File: src/sv/four_register_alu_device_assert.svh
// Assertion macros shared by the four-register ALU device.
`ifndef FOUR_REGISTER_ALU_DEVICE_ASSERT_SVH
`define FOUR_REGISTER_ALU_DEVICE_ASSERT_SVH
`ifndef NO_ASSERTIONS
// When the condition holds, the consequence must hold in the same cycle.
`define FRA_ASSERT_SAME(label, clk, rstn, cond, cons) \
    label: assert property (@(posedge clk) disable iff (!(rstn)) (cond) |-> (cons)) \
        else $error("four_register_alu_device: check failed");
// When the condition holds, the consequence must hold in the next cycle.
`define FRA_ASSERT_NEXT(label, clk, rstn, cond, cons) \
    label: assert property (@(posedge clk) disable iff (!(rstn)) (cond) |=> (cons)) \
        else $error("four_register_alu_device: check failed");
`else
`define FRA_ASSERT_SAME(label, clk, rstn, cond, cons)
`define FRA_ASSERT_NEXT(label, clk, rstn, cond, cons)
`endif
`endif

File: src/sv/fradev_pkg.sv
// Shared constants and types of the four-register ALU device.
package fradev_pkg;

    localparam int unsigned OPND_W   = 8;
    localparam int unsigned RESULT_W = 16;
    localparam int unsigned NUM_OPND = 4;
    localparam int unsigned SEL_W    = 2;

    // Request types.
    localparam logic [1:0] REQ_WRITE    = 2'd0;
    localparam logic [1:0] REQ_OPERATE  = 2'd1;
    localparam logic [1:0] REQ_READ_REG = 2'd2;
    localparam logic [1:0] REQ_READ_RES = 2'd3;

    // Operation codes.
    localparam logic [1:0] OP_ADD = 2'd0;
    localparam logic [1:0] OP_SUB = 2'd1;
    localparam logic [1:0] OP_MUL = 2'd2;
    localparam logic [1:0] OP_DIV = 2'd3;

    // Status codes.
    localparam logic STATUS_OK       = 1'b0;
    localparam logic STATUS_DIV_ZERO = 1'b1;

    // Value added to a negative raw result or taken from one above a byte.
    localparam logic [RESULT_W-1:0] ADJUST_CONST = 16'd255;

    // Command to the serial multiply and divide unit.
    typedef struct packed {
        logic start;
        logic divide;
    } mdu_cmd_t;

endpackage

File: src/sv/fradev_mdu.sv
// Bit-serial multiply and restoring divide unit for 8-bit operands.
module fradev_mdu (
    input  logic                               aclk,
    input  logic                               aresetn,
    input  fradev_pkg::mdu_cmd_t               cmd,
    input  logic [fradev_pkg::OPND_W-1:0]      x_in,
    input  logic [fradev_pkg::OPND_W-1:0]      y_in,
    output logic                               done,
    output logic [fradev_pkg::RESULT_W-1:0]    result
);
    import fradev_pkg::*;

    localparam int unsigned CNT_W = $clog2(OPND_W);

    logic               busy_reg;
    logic               divide_reg;
    logic [CNT_W-1:0]   cnt_reg;
    logic [OPND_W-1:0]  acc_reg;
    logic [OPND_W-1:0]  sh_reg;
    logic [OPND_W-1:0]  dsr_reg;
    logic               done_reg;

    logic [OPND_W:0]    mul_sum;
    logic [OPND_W+1:0]  div_trial;
    logic [OPND_W-1:0]  acc_next;
    logic [OPND_W-1:0]  sh_next;

    // One multiplier bit or one quotient bit per cycle.
    always_comb begin
        mul_sum   = {1'b0, acc_reg} + (sh_reg[0] ? {1'b0, dsr_reg} : '0);
        div_trial = {1'b0, acc_reg, sh_reg[OPND_W-1]} - {2'b00, dsr_reg};
        if (divide_reg) begin
            if (!div_trial[OPND_W+1]) begin
                acc_next = div_trial[OPND_W-1:0];
            end else begin
                acc_next = {acc_reg[OPND_W-2:0], sh_reg[OPND_W-1]};
            end
            sh_next = {sh_reg[OPND_W-2:0], ~div_trial[OPND_W+1]};
        end else begin
            acc_next = mul_sum[OPND_W:1];
            sh_next  = {mul_sum[0], sh_reg[OPND_W-1:1]};
        end
    end

    // Control: a run of OPND_W steps after each start.
    always_ff @(posedge aclk) begin
        if (!aresetn) begin
            busy_reg <= 1'b0;
            cnt_reg  <= '0;
            done_reg <= 1'b0;
        end else begin
            done_reg <= !cmd.start && busy_reg && (cnt_reg == CNT_W'(OPND_W - 1));
            if (cmd.start) begin
                busy_reg <= 1'b1;
                cnt_reg  <= '0;
            end else if (busy_reg) begin
                cnt_reg <= cnt_reg + 1'b1;
                if (cnt_reg == CNT_W'(OPND_W - 1)) begin
                    busy_reg <= 1'b0;
                end
            end
        end
    end

    // Datapath shift registers.
    always_ff @(posedge aclk) begin
        if (cmd.start) begin
            divide_reg <= cmd.divide;
            acc_reg    <= '0;
            sh_reg     <= cmd.divide ? x_in : y_in;
            dsr_reg    <= cmd.divide ? y_in : x_in;
        end else if (busy_reg) begin
            acc_reg <= acc_next;
            sh_reg  <= sh_next;
        end
    end

    assign done   = done_reg;
    assign result = divide_reg ? {{(RESULT_W-OPND_W){1'b0}}, sh_reg} : {acc_reg, sh_reg};

endmodule

File: src/sv/four_register_alu_device.sv
// Top level of the four-register ALU device.
//
// Each input word is one bus access: write an operand register (a..d), run
// add, subtract, multiply or divide on two operand registers, read an
// operand register, or read the result register with its carry flag.
// Every accepted word yields exactly one result word on the m_ channel,
// carrying read data, carry and a status bit (division by zero rejected).
// Words are processed one at a time, in order. Writes, reads, add,
// subtract and a rejected divide pass from acceptance through the execute
// and deliver states to the output register; multiply and divide also pass
// the calc state, where the bit-serial unit resolves one bit per cycle over
// the 8 operand bits. No new word is taken before the last is loaded there.
// The output register parts the two sides: a new word is accepted while a
// finished result still waits, and a stalled receiver only holds the next
// result in the delivery stage, which blocks further input.
// Synchronous active-low reset clears the operand registers, the result
// register, the carry flag and all handshake state.
`include "four_register_alu_device_assert.svh"
module four_register_alu_device (
    input  logic                             aclk,
    input  logic                             aresetn,
    input  logic                             s_valid,
    output logic                             s_ready,
    input  logic [1:0]                       s_req_type,
    input  logic [fradev_pkg::SEL_W-1:0]     s_reg_sel,
    input  logic [fradev_pkg::OPND_W-1:0]    s_write_value,
    input  logic [fradev_pkg::SEL_W-1:0]     s_src_first,
    input  logic [fradev_pkg::SEL_W-1:0]     s_src_second,
    input  logic [1:0]                       s_opcode,
    output logic                             m_valid,
    input  logic                             m_ready,
    output logic [fradev_pkg::RESULT_W-1:0]  m_read_data,
    output logic                             m_carry_out,
    output logic                             m_status
);
    import fradev_pkg::*;

    localparam logic [1:0] ST_IDLE    = 2'd0;
    localparam logic [1:0] ST_EXEC    = 2'd1;
    localparam logic [1:0] ST_CALC    = 2'd2;
    localparam logic [1:0] ST_DELIVER = 2'd3;

    logic [1:0]          state_reg;
    logic [1:0]          state_next;
    logic [OPND_W-1:0]   opnd_reg [NUM_OPND];
    logic [RESULT_W-1:0] result_reg;
    logic                carry_reg;
    logic [1:0]          req_reg;
    logic [1:0]          op_reg;
    logic [OPND_W-1:0]   x_reg;
    logic [OPND_W-1:0]   y_reg;
    logic [RESULT_W-1:0] pend_data_reg;
    logic                pend_carry_reg;
    logic                pend_status_reg;
    logic                m_valid_reg;
    logic [RESULT_W-1:0] m_data_reg;
    logic                m_carry_reg;
    logic                m_status_reg;

    logic                accept;
    logic                out_load;
    logic [SEL_W-1:0]    rd_addr_a;
    logic [OPND_W:0]     add_sum;
    logic [OPND_W:0]     sub_diff;
    logic                is_serial;
    logic                div_zero;
    mdu_cmd_t            mdu_cmd;
    logic                mdu_done;
    logic [RESULT_W-1:0] mdu_result;
    logic [RESULT_W:0]   mdu_adj;
    logic [RESULT_W:0]   add_adj;

    // Result above a byte loses 255 and sets carry; top bit is the carry.
    function automatic logic [RESULT_W:0] adjust_pos(input logic [RESULT_W-1:0] raw);
        logic [RESULT_W:0] res;
        if (raw > ADJUST_CONST) begin
            res = {1'b1, raw - ADJUST_CONST};
        end else begin
            res = {1'b0, raw};
        end
        return res;
    endfunction

    assign accept    = s_valid && s_ready;
    assign s_ready   = (state_reg == ST_IDLE);
    assign out_load  = (state_reg == ST_DELIVER) && (!m_valid_reg || m_ready);
    assign rd_addr_a = (s_req_type == REQ_OPERATE) ? s_src_first : s_reg_sel;

    // Narrow arithmetic is combinational; multiply and divide go serial.
    assign add_sum   = {1'b0, x_reg} + {1'b0, y_reg};
    assign sub_diff  = {1'b0, x_reg} - {1'b0, y_reg};
    assign add_adj   = adjust_pos({{(RESULT_W-OPND_W-1){1'b0}}, add_sum});
    assign mdu_adj   = adjust_pos(mdu_result);
    assign div_zero  = (op_reg == OP_DIV) && (y_reg == '0);
    assign is_serial = (req_reg == REQ_OPERATE) && !div_zero
                       && ((op_reg == OP_MUL) || (op_reg == OP_DIV));

    always_comb begin
        mdu_cmd.start  = (state_reg == ST_EXEC) && is_serial;
        mdu_cmd.divide = (op_reg == OP_DIV);
    end

    fradev_mdu u_mdu (
        .aclk    (aclk),
        .aresetn (aresetn),
        .cmd     (mdu_cmd),
        .x_in    (x_reg),
        .y_in    (y_reg),
        .done    (mdu_done),
        .result  (mdu_result)
    );

    // Sequencer for one word at a time.
    always_comb begin
        state_next = state_reg;
        case (state_reg)
            ST_IDLE: begin
                if (accept) begin
                    state_next = ST_EXEC;
                end
            end
            ST_EXEC: begin
                state_next = is_serial ? ST_CALC : ST_DELIVER;
            end
            ST_CALC: begin
                if (mdu_done) begin
                    state_next = ST_DELIVER;
                end
            end
            ST_DELIVER: begin
                if (out_load) begin
                    state_next = ST_IDLE;
                end
            end
            default: begin
                state_next = ST_IDLE;
            end
        endcase
    end

    // Operand register file: one write port, two registered read ports.
    always_ff @(posedge aclk) begin
        if (!aresetn) begin
            for (int i = 0; i < NUM_OPND; i++) begin
                opnd_reg[i] <= '0;
            end
        end else if (accept && (s_req_type == REQ_WRITE)) begin
            opnd_reg[s_reg_sel] <= s_write_value;
        end
    end

    always_ff @(posedge aclk) begin
        if (accept) begin
            x_reg   <= opnd_reg[rd_addr_a];
            y_reg   <= opnd_reg[s_src_second];
            req_reg <= s_req_type;
            op_reg  <= s_opcode;
        end
    end

    // Execution: update result and carry, build the pending word.
    always_ff @(posedge aclk) begin
        if (!aresetn) begin
            state_reg  <= ST_IDLE;
            result_reg <= '0;
            carry_reg  <= 1'b0;
        end else begin
            state_reg <= state_next;
            if (state_reg == ST_EXEC && req_reg == REQ_OPERATE) begin
                if (op_reg == OP_ADD) begin
                    result_reg <= add_adj[RESULT_W-1:0];
                    carry_reg  <= add_adj[RESULT_W];
                end else if (op_reg == OP_SUB) begin
                    result_reg <= {{(RESULT_W-OPND_W){1'b0}},
                                   sub_diff[OPND_W] ? sub_diff[OPND_W-1:0]
                                       + ADJUST_CONST[OPND_W-1:0]
                                                    : sub_diff[OPND_W-1:0]};
                    carry_reg  <= sub_diff[OPND_W];
                end
            end else if (state_reg == ST_CALC && mdu_done) begin
                result_reg <= mdu_adj[RESULT_W-1:0];
                carry_reg  <= mdu_adj[RESULT_W];
            end
        end
    end

    always_ff @(posedge aclk) begin
        if (state_reg == ST_EXEC) begin
            case (req_reg)
                REQ_READ_REG: begin
                    pend_data_reg   <= {{(RESULT_W-OPND_W){1'b0}}, x_reg};
                    pend_carry_reg  <= 1'b0;
                    pend_status_reg <= STATUS_OK;
                end
                REQ_READ_RES: begin
                    pend_data_reg   <= result_reg;
                    pend_carry_reg  <= carry_reg;
                    pend_status_reg <= STATUS_OK;
                end
                REQ_OPERATE: begin
                    pend_data_reg   <= '0;
                    pend_carry_reg  <= 1'b0;
                    pend_status_reg <= div_zero ? STATUS_DIV_ZERO : STATUS_OK;
                end
                default: begin
                    pend_data_reg   <= '0;
                    pend_carry_reg  <= 1'b0;
                    pend_status_reg <= STATUS_OK;
                end
            endcase
        end
    end

    // Output register.
    always_ff @(posedge aclk) begin
        if (!aresetn) begin
            m_valid_reg <= 1'b0;
        end else if (out_load) begin
            m_valid_reg <= 1'b1;
        end else if (m_ready) begin
            m_valid_reg <= 1'b0;
        end
    end

    always_ff @(posedge aclk) begin
        if (out_load) begin
            m_data_reg   <= pend_data_reg;
            m_carry_reg  <= pend_carry_reg;
            m_status_reg <= pend_status_reg;
        end
    end

    assign m_valid     = m_valid_reg;
    assign m_read_data = m_data_reg;
    assign m_carry_out = m_carry_reg;
    assign m_status    = m_status_reg;

    // Checks on the sequencer and its hand-off to the output register.
    `FRA_ASSERT_NEXT(a_one_word_at_a_time, aclk, aresetn, accept, !s_ready)
    `FRA_ASSERT_SAME(a_mdu_done_in_calc, aclk, aresetn, mdu_done, state_reg == ST_CALC)
    `FRA_ASSERT_NEXT(a_load_gives_valid, aclk, aresetn, out_load, m_valid && s_ready)

endmodule

File: config.mk
export PLATFORM = sky130hd
export DESIGN_NAME = four_register_alu_device
export DESIGN_NICKNAME = d
export VERILOG_FILES = /design/src/sv/fradev_pkg.sv /design/src/sv/fradev_mdu.sv /design/src/sv/four_register_alu_device.sv
export VERILOG_INCLUDE_DIRS = /design/src /design/src/sv
export SDC_FILE = /design/constraint.sdc
export NUM_CORES = 1
export LEC_CHECK = 0
export BUFFER_PORTS_ARGS = -buffer_cell sky130_fd_sc_hd__buf_2
export CORE_AREA = 2 2 156 158
export DETAILED_ROUTE_END_ITERATION = 12
export DIE_AREA = 0 0 158 160
export GPL_TIMING_DRIVEN = 0
export PLACE_DENSITY = 0.51
export SYNTH_ARGS = -nofsm -noshare
export SYNTH_HDL_FRONTEND = slang
export SYNTH_SLANG_ARGS = --single-unit
File: constraint.sdc
create_clock -name aclk -period 3.2 [get_ports aclk]
set_input_delay 0.32 -clock aclk [delete_from_list [all_inputs] [get_ports aclk]]
set_output_delay 0.32 -clock aclk [all_outputs]
set_load 0.02 [all_outputs]
### Word level (Yosys, flattened, before mapping)

Memories as Yosys holds them, arrays and structs flattened. A register that Yosys moved wholly into a read port is not among the register bits.
Cells that the tools add are included.

* add/sub/neg operators: 8
* $lt $le $gt $ge: 2
* equal/unequal tests: 15
* muxes and demuxes: 40
* bitwise gates (word level): 2
* reductions and logical operators: 27

Operators with widths (number)
* 2-to-1 mux 16 bit: 5
* 2-to-1 mux 8 bit: 10
* 2-to-1 mux 17 bit: 2
* one-hot mux 16 bit (2 select lines): 1
* greater-than comparator 16 x 8 -> 1 bit (second input constant): 1
* 2-to-1 mux 1 bit: 16
* subtractor 16 x 8 -> 16 bit (second input constant): 1
* equality test 2 bit (second input constant): 6
* logical AND 1 bit: 11
* 2-to-1 mux 2 bit: 5
* subtractor 9 x 8 -> 10 bit: 1
* subtractor 9 x 8 -> 10 bit (second input constant): 1
* adder 8 x 8 -> 9 bit: 1
* adder 8 x 9 -> 9 bit: 1
* greater-than comparator 9 x 8 -> 1 bit (second input constant): 1
* subtractor 8 x 8 -> 9 bit: 1
* adder 8 bit (second input constant): 1
* equality test 2 x 1 -> 1 bit (second input constant): 4
* logical NOT 8 bit: 1
* one-hot mux 2 bit (4 select lines): 1
* OR reduction 8 bit: 1
* logical NOT 2 bit: 3
* nonzero test 2 bit: 3
* != test 2 x 1 -> 1 bit (second input constant): 2
* 10 further kinds: 14

* register bits after elaboration: 90
* RAM bits: 32
* input port bits: 22
* memories kept: 1

Memories
* opnd_reg: words 4, width 8, read ports 2, clocked after Yosys merged registers in 2, wr ports 4, line four_register_alu_device.sv:45 `logic [OPND_W-1:0] opnd_reg [NUM_OPND];`

### Depth between registers and ports, before layout

Gate-level depths: netlist of the first run.

* depth after elaboration: 9
* gate-level depth with buffers: 14
* depth with buffers taken out: 13

### Modules after synthesis

A second synthesis of the first run with hierarchy kept.

* cell total of the unflattened synthesis: 765
* area, all modules: 8490.6 um^2

Modules (own cells, without submodules)
* four_register_alu_device: instances 1, cells an instance 527, area each 6253.5 um^2, seq. area each 3042.9 um^2
* fradev_mdu: instances 1, cells an instance 238, area each 2237.1 um^2, seq. area each 770.7 um^2

### Worst setup path after synthesis of the first run

No wires, ideal clock.

* kind: register to register
* start: register x_reg[5], read port of opnd_reg
* end: register result_reg[6]
* setup time: 96 ps
* arrival: 3354 ps
* required time: 3104 ps
* setup slack: -250 ps
* cell stages (with the launch flop): 13
* period minus slack after synthesis: 3450 ps
* cells stage by stage: edfxtp_1 > ha_1 > buf_2 > or2_1 > a2111oi_1 > a311oi_2 > and2b_2 > and3_1 > ha_1 > or4_1 > o41ai_1 > o21ai_1 > a221oi_1

* word-level cells in the longest chain between the ends: 6
* elaborated cells on any way between the ends: 10
* those cells by class: add/sub: 4; order compare: 1; mux: 5

Ends and longest elaborated chain
* start: declaration: line four_register_alu_device.sv:50 `logic [OPND_W-1:0] x_reg;`
* subtractor 8 x 8 -> 9 bit: line four_register_alu_device.sv:91 `assign sub_diff = {1'b0, x_reg} - {1'b0, y_reg};`
* adder 8 bit: line four_register_alu_device.sv:176 `+ ADJUST_CONST[OPND_W-1:0]`
* 2-to-1 mux 8 bit: line four_register_alu_device.sv:175 `sub_diff[OPND_W] ? sub_diff[OPND_W-1:0]`
* 2-to-1 mux 16 bit: line four_register_alu_device.sv:173 `end else if (op_reg == OP_SUB) begin`
* 2-to-1 mux 16 bit (*): line four_register_alu_device.sv:170 `if (op_reg == OP_ADD) begin`
* 2-to-1 mux 16 bit (*): line four_register_alu_device.sv:169 `if (state_reg == ST_EXEC && req_reg == REQ_OPERATE) begin`
* end signal: assignment: line four_register_alu_device.sv:171 `result_reg <= add_adj[RESULT_W-1:0];`
* end signal: assignment: line four_register_alu_device.sv:174 `result_reg <= {{(RESULT_W-OPND_W){1'b0}},`
* end signal: assignment: line four_register_alu_device.sv:181 `result_reg <= mdu_adj[RESULT_W-1:0];`
* end: declaration: line four_register_alu_device.sv:46 `logic [RESULT_W-1:0] result_reg;`

Every way passes the cells marked *; elsewhere a longest branch is shown, timed or not. The select of a mux whose other input is x is not followed.
A chain may end at the register's enable or synchronous reset.

### Worst setup path after layout of the first run

* start: register y_reg[4], read port of opnd_reg
* end: register result_reg[1]

* word-level cells in the longest chain between the ends: 5
* elaborated cells on any way between the ends: 8
* those cells by class: add/sub: 2; order compare: 1; mux: 5

Ends and longest elaborated chain
* start: declaration: line four_register_alu_device.sv:51 `logic [OPND_W-1:0] y_reg;`
* adder 8 x 8 -> 9 bit / subtractor 8 x 8 -> 9 bit (equally long branches): line four_register_alu_device.sv:90, four_register_alu_device.sv:91
* greater-than comparator 9 x 8 -> 1 bit / 2-to-1 mux 8 bit (equally long branches): line four_register_alu_device.sv:76, four_register_alu_device.sv:175
* 2-to-1 mux 17 bit / 2-to-1 mux 16 bit (equally long branches): line four_register_alu_device.sv:76, four_register_alu_device.sv:173
* 2-to-1 mux 16 bit (*): line four_register_alu_device.sv:170
* 2-to-1 mux 16 bit (*): line four_register_alu_device.sv:169

Marks and branches as above.

==> results.cfg, run 1 <==
[floorplanning]
pin_count = 42
start_util_pct = 34.13
core-area_um2 = 23820
rows = 57
dieArea_um2 = 25280
fp.dieH_um = 160
die_width_um = 158

[yosys]
ys_seq_area_share_pct = 46.91
synth_seq_cells = 138
syn_area_per_cell_um2 = 10.64
synth_area_um2 = 8129
yosysWarnings = 0
yosys.cell_types.count = 74
syn_nets = 832
ys.flop_type = edfxtp_1
synth-async-reset-ratio_pct = 0
synth_cells = 764
synth_edf_count = 105

[worst_hold_path]
min_to = op_reg[0]
min_path_type = in2reg
min_from = s_opcode[0]
holdPathStages = 1

[cts]
clk_path_buf_depth = 2
cts_tree = built
cts_root_buf = clkbuf_16
hold_buffers = 0
cts_buffers = 17
clock-sinks = 138
cts-htree-levels = 4
path_clk_slew_ns = 0.06
insertion_delay_ns = 0.42

[timing]
worst_pin_slew_ns = 0.9204
clock_skew_ns = 0.01100
finalSetupTns_ns = -0.5052
hold_viol = 0
period_needed_ns = 3.354
rsz0062_at_grt = yes
layout_setup_ws_ns = -0.1544
maxSlewViolCount = 0
finalSetupViolCount = 4
fmax_mhz = 298.1
min_period_over_period_pct = 104.8
slew_headroom_pct = 36.89

[worst_setup_path]
reg2reg_from = y_reg[4]
rrSetupSlack_ns = -0.15
crit_slowest_cell = or4_4
critical-path-top-cell-by-count = buf_6
path_class = reg2reg
crit_arrival_ns = 3.65
reg2regPathDepth = 15
cp_max_fo = 6
worstPathCellList = buf_4, buf_6, ha_4, or4_4, o21ai_4, xor2_4, and3_4, ha_4, buf_6, nor2_4, a41oi_4, buf_6, mux2_4, nand2_2, a31oi_1
start_kind = register
reg2reg_to = result_reg[1]
cp_slowest_stage_delay_ns = 0.52
cp-end-kind = register
worstPathRequired_ns = 3.50

[cells_and_area]
largest_reg_flops = 32
layout_commonest_cell = edfxtp_1
diodes = 0
synthToLayoutAreaGrowth_pct = 23.04
fin_nets = 935
drive_gt1_share_pct = 22.05
final_cell_mix = 105 x edfxtp_1, 61 x nand2_1, 45 x nor2_1, 44 x buf_4, 40 x inv_1
fin_util_pct = 41.99

[global_routing]
use_met1_pct = 21.28
met3_usage_pct = 2.714
grt_usage_pct = 16.40
grt_pass1_vias = 5978
grt_max_degree = 28
grt_util_met2_pct = 27.55
top_usage_layer = met2
grt_remaining_overflow = 0
grt_first_pass_wirelength_mm = 31.88
grt_antenna_before_repair = 0

[placed_design]
place_congestion = 0.8508
place_hpwl_mm = 15.09
io_buffers = 38

[routing]
vias_per_cell = 5.030
drt_iter0_markers = 261
via_count = 6056
drt_pass1_iterations = 5
wl_per_cell_um = 16.77
ant_nets = 0
wl_mm = 20.19
remaining_drc_errors = 0

[pwr]
leakagePower_nw = 3.881
power-per-cell-area_nw_per_um2 = 801.2
ir_drop_v = 0.0004234

[status]
status = complete, but fails checks
violations = negative setup slack

[job]
drv_cap = 0
==> timing repair <==
action | CTS | global route
buffers inserted | 41 | 10
hold endpoints to repair | 0 | 0
pin swaps | 29 | 12
setup endpoints to repair | 34 | 18
cloned | 0 | 0
resized for setup | 41 | 26
==> cell type report <==
type	instances	area (um^2)
clock buffer	19	432.9
timing repair buffer	88	588.1
buffer	25	103.9
fill	2288	13820
inverter	47	178.9
tap	324	405.4
clock inverter	13	145.1
sequential	138	3814
multi-input combinational	550	4334
==> cell usage after synthesis (all sizes together), types with 4 or more instances <==
master	n	area share, %
a2111oi	5	0.63
a211oi	11	1.0
a21boi	5	0.46
a21o	5	0.46
a21oi	27	1.7
a31oi	19	1.5
and2	32	2.5
and3	27	2.1
buf	5	0.37
clkbuf	24	1.1
dfxtp	33	8.1
edfxtp	105	39
fa	4	0.99
ha	42	6.5
inv	46	2.1
mux2i	20	2.5
mux4	16	4.4
nand2	64	3.0
nand2b	14	1.2
nand3	9	0.55
nand3b	5	0.46
nand4	7	0.54
nor2	47	2.2
nor2b	26	2.0
nor3	10	0.62
o211ai	7	0.65
o21a	6	0.55
o21ai	44	2.8
o41ai	5	0.54
or4	6	0.55
xnor2	26	2.8
xor2	10	1.2
==> power breakdown <==
| group | switching [mW] | internal [mW] | leakage, nW |
|---|---|---|---|
| logic | 1.98 | 1.54 | 2.32 |
| registers | 0.253 | 2.31 | 1.29 |
| clock network | 0.779 | 1.15 | 0.274 |
==> routing by layer <==
layer | routed length (um) | vias to the layer above
li1 | - | 3037
met1 | 9032 | 2848
met2 | 10020 | 143
met4 | 428 | 0
met3 | 705 | 28
met5 | 0 | -
==> cells by family after synthesis <==
| family | count (synthesis) | share of synthesized area [%] |
|---|---|---|
| AND/OR/NAND/NOR | 262 | 16.85 |
| AO/OA/AOI/OAI | 168 | 13.99 |
| flip-flops | 138 | 46.91 |
| buffers and inverters | 76 | 3.648 |
| adder cells (fa/ha/maj) | 46 | 7.450 |
| multiplexers | 38 | 7.173 |
| XOR/XNOR | 36 | 3.971 |
==> critical path: cells and delay by family (launching register included) <==
family / cells / cell delay, ns
multiplexers: 1 / 0.29
AND/OR/NAND/NOR: 4 / 0.87
adder cells (fa/ha/maj): 2 / 0.30
flip-flops: 1 / 0.44
XOR/XNOR: 1 / 0.21
buffers and inverters: 4 / 0.56
AO/OA/AOI/OAI: 3 / 0.56
==> how the worst max path moves through the flow <==
| stage | start | to | slack, ns | depth (start not counted) |
|---|---|---|---|---|
| final | y_reg[4] | result_reg[1] | -0.15 | 15 |
| after global routing | y_reg[2] | result_reg[6] | -0.25 | 11 |
| after CTS | y_reg[4] | result_reg[6] | -0.15 | 13 |
| after detailed placement | y_reg[1] | result_reg[6] | -0.60 | 12 |
| after global placement | y_reg[1] | result_reg[6] | -0.64 | 12 |
| after floorplan | x_reg[4] | result_reg[6] | -0.13 | 12 |
==> through the flow <==
stage	setup slack (ns)	total power [mW]	instances	hold WS, ns	area (um^2)
after floorplan	-0.1298	4.658	764	0.4003	8169
after global placement	-0.6355	5.400	1126	0.4023	8765
after detailed placement	-0.5954	5.402	1126	0.4045	8765
after CTS	-0.1494	7.873	1197	0.06648	9853
after global routing	-0.2484	8.509	1204	0.05909	10000
final	-0.1544	8.013	1204	0.07769	10000
Note: power is estimated with default switching activity, not from simulation.
==> inputs of run 2 (changes only) <==
--- a/config.mk
+++ b/config.mk
@@ -11,7 +11,8 @@
 export DETAILED_ROUTE_END_ITERATION = 12
 export DIE_AREA = 0 0 158 160
 export GPL_TIMING_DRIVEN = 0
-export PLACE_DENSITY = 0.51
+export MAX_ROUTING_LAYER = met4
+export PLACE_DENSITY_LB_ADDON = 0.15
 export SYNTH_ARGS = -nofsm -noshare
 export SYNTH_HDL_FRONTEND = slang
 export SYNTH_SLANG_ARGS = --single-unit
==> results.cfg, run 2 (synthesis gave the netlist of run 1 again) <==
[status]
status = complete, but fails checks
violations = negative setup slack

[placed_design]
dp_cells = 1126
dp_slack_ns = -0.5479
place_congestion = 0.8870
placed_area_um2 = 8767
place_hpwl_mm = 15.57
io_buffers = 38

[cells_and_area]
fin_nets = 930
layout_commonest_cell = edfxtp_1
largest_reg_flops = 32
final_cell_mix = 105 x edfxtp_1, 64 x nand2_1, 45 x nor2_1
synthToLayoutAreaGrowth_pct = 22.66
final_cells = 1199
diodes = 0
drive_gt1_share_pct = 21.60
final_cell_area_um2 = 9971
fin_util_pct = 41.86

[cts]
clock-sinks = 138
cts_tree = built
path_clk_slew_ns = 0.07
insertion_delay_ns = 0.43
clk_path_buf_depth = 2
hold_buffers = 0
cts_buffers = 17
cts-htree-levels = 4
cts_root_buf = clkbuf_16

[routing]
drt_pass1_iterations = 5
remaining_drc_errors = 0
vias_per_cell = 5.118
via_count = 6137
wl_mm = 21.51
drt_iter0_markers = 381
ant_nets = 0
wl_per_cell_um = 17.94

[floorplanning]
rows = 57
core-area_um2 = 23820
dieArea_um2 = 25280
start_util_pct = 34.13
pin_count = 42
fp.dieH_um = 160
die_width_um = 158

[worst_setup_path]
cp_max_fo = 9
reg2regPathDepth = 14
worstPathCellList = inv_2, ha_4, buf_6, buf_4, nor2b_1, o211ai_1, o21ai_4, xor2_4, and3_4, ha_4, or4_4, o41ai_2, o21ai_1, a221oi_1
critical-path-top-cell-by-count = ha_4
worstPathRequired_ns = 3.53
start_kind = register
crit_arrival_ns = 3.71
cp-startpoint = y_reg[4]
cp_slowest_stage_delay_ns = 0.44
worst-path-stages = 14
path_class = reg2reg
cp-end-kind = register
reg2reg_from = y_reg[4]
crit_slowest_cell = edfxtp_1
critPathBufInv = 3
crit_family = compound AO/OA/AOI/OAI gates

[global_routing]
grt_max_degree = 22
grt_pass1_vias = 6103
grt_antenna_before_repair = 0
grt_remaining_overflow = 0
grt_usage_pct = 17.93
grt_first_pass_wirelength_mm = 33.60

[timing]
hold_ws_ns = 0.06760
min_period_over_period_pct = 105.7
period_needed_ns = 3.382
finalSetupViolCount = 6
finalSetupTns_ns = -0.6518
worst_pin_slew_ns = 1.060
layout_setup_ws_ns = -0.1817
rsz0062_at_grt = yes
hold_viol = 0
clock_skew_ns = 0.01088
fmax_mhz = 295.7
slew_headroom_pct = 29.20
maxSlewViolCount = 0

[pwr]
power.total_mw = 8.098
ir_drop_v = 0.0003906
leakagePower_nw = 3.881
power-per-cell-area_nw_per_um2 = 812.2

[worst_hold_path]
min_path_type = in2reg
min_from = s_opcode[0]
holdPathStages = 1

[job]
drv_cap = 0
## run 2: cell count changes in the layout (fill, tap and decap cells not counted), moves of 2 or more
cell,before,now
nand2_1,61,64
buf_4,44,39
clkbuf_1,24,21
clkinv_2,2,0
buf_6,7,5
nor2_2,0,2
nor2_4,2,0
inv_8,0,4
clkinv_8,0,2
nand2_2,2,0
clkinvlp_4,3,1
## run 2: area by class of cell
type                       count  area, um^2
fill                        2380       13850
buffer                        27       137.6
clock inverter                15       176.4
sequential                   138        3814
clock buffer                  17       425.4
timing repair buffer          81       536.8
inverter                      47       181.4
tap                          324       405.4
multi-input combinational    550        4294
## run 2: routing by layer
layer / up-vias / part of all wire, % / global-route usage [%]
met5: - / 0 / -
met4: 0 / 2.0 / 5.815
met2: 122 / 49 / 29.60
met1: 2945 / 45 / 22.61
li1: 3040 / - / -
met3: 30 / 3.5 / 2.605
## run 2: worst reg2reg max path, stage by stage, from the launching register on
cell	delay (ns)
edfxtp_1	0.44
inv_2	0.11
ha_4	0.19
buf_6	0.11
buf_4	0.16
nor2b_1	0.14
o211ai_1	0.31
o21ai_4	0.13
xor2_4	0.18
and3_4	0.21
ha_4	0.17
or4_4	0.43
o41ai_2	0.30
o21ai_1	0.13
a221oi_1	0.26
## run 2: path summary, 6_finish.rpt
kind | slack (ns) | endpoint
min | 0.07 | op_reg[0]
max | -0.18 | result_reg[6]
max reg2reg | -0.18 | result_reg[6]
min reg2reg | 0.42 | m_read_data[10]
## run 2: where the power goes
group / internal [mW] / switching (mW)
registers: 2.31 / 0.288
clock network: 1.12 / 0.883
logic: 1.53 / 1.97
## run 2: repair_timing
| action | CTS | global route |
|---|---|---|
| setup buffers | 32 | 11 |
| pin swaps | 15 | 15 |
| resized for setup | 37 | 23 |
| endpoints found under the setup margin | 34 | 45 |
| gates cloned | 0 | 0 |
| hold endpoints to repair | 0 | 0 |
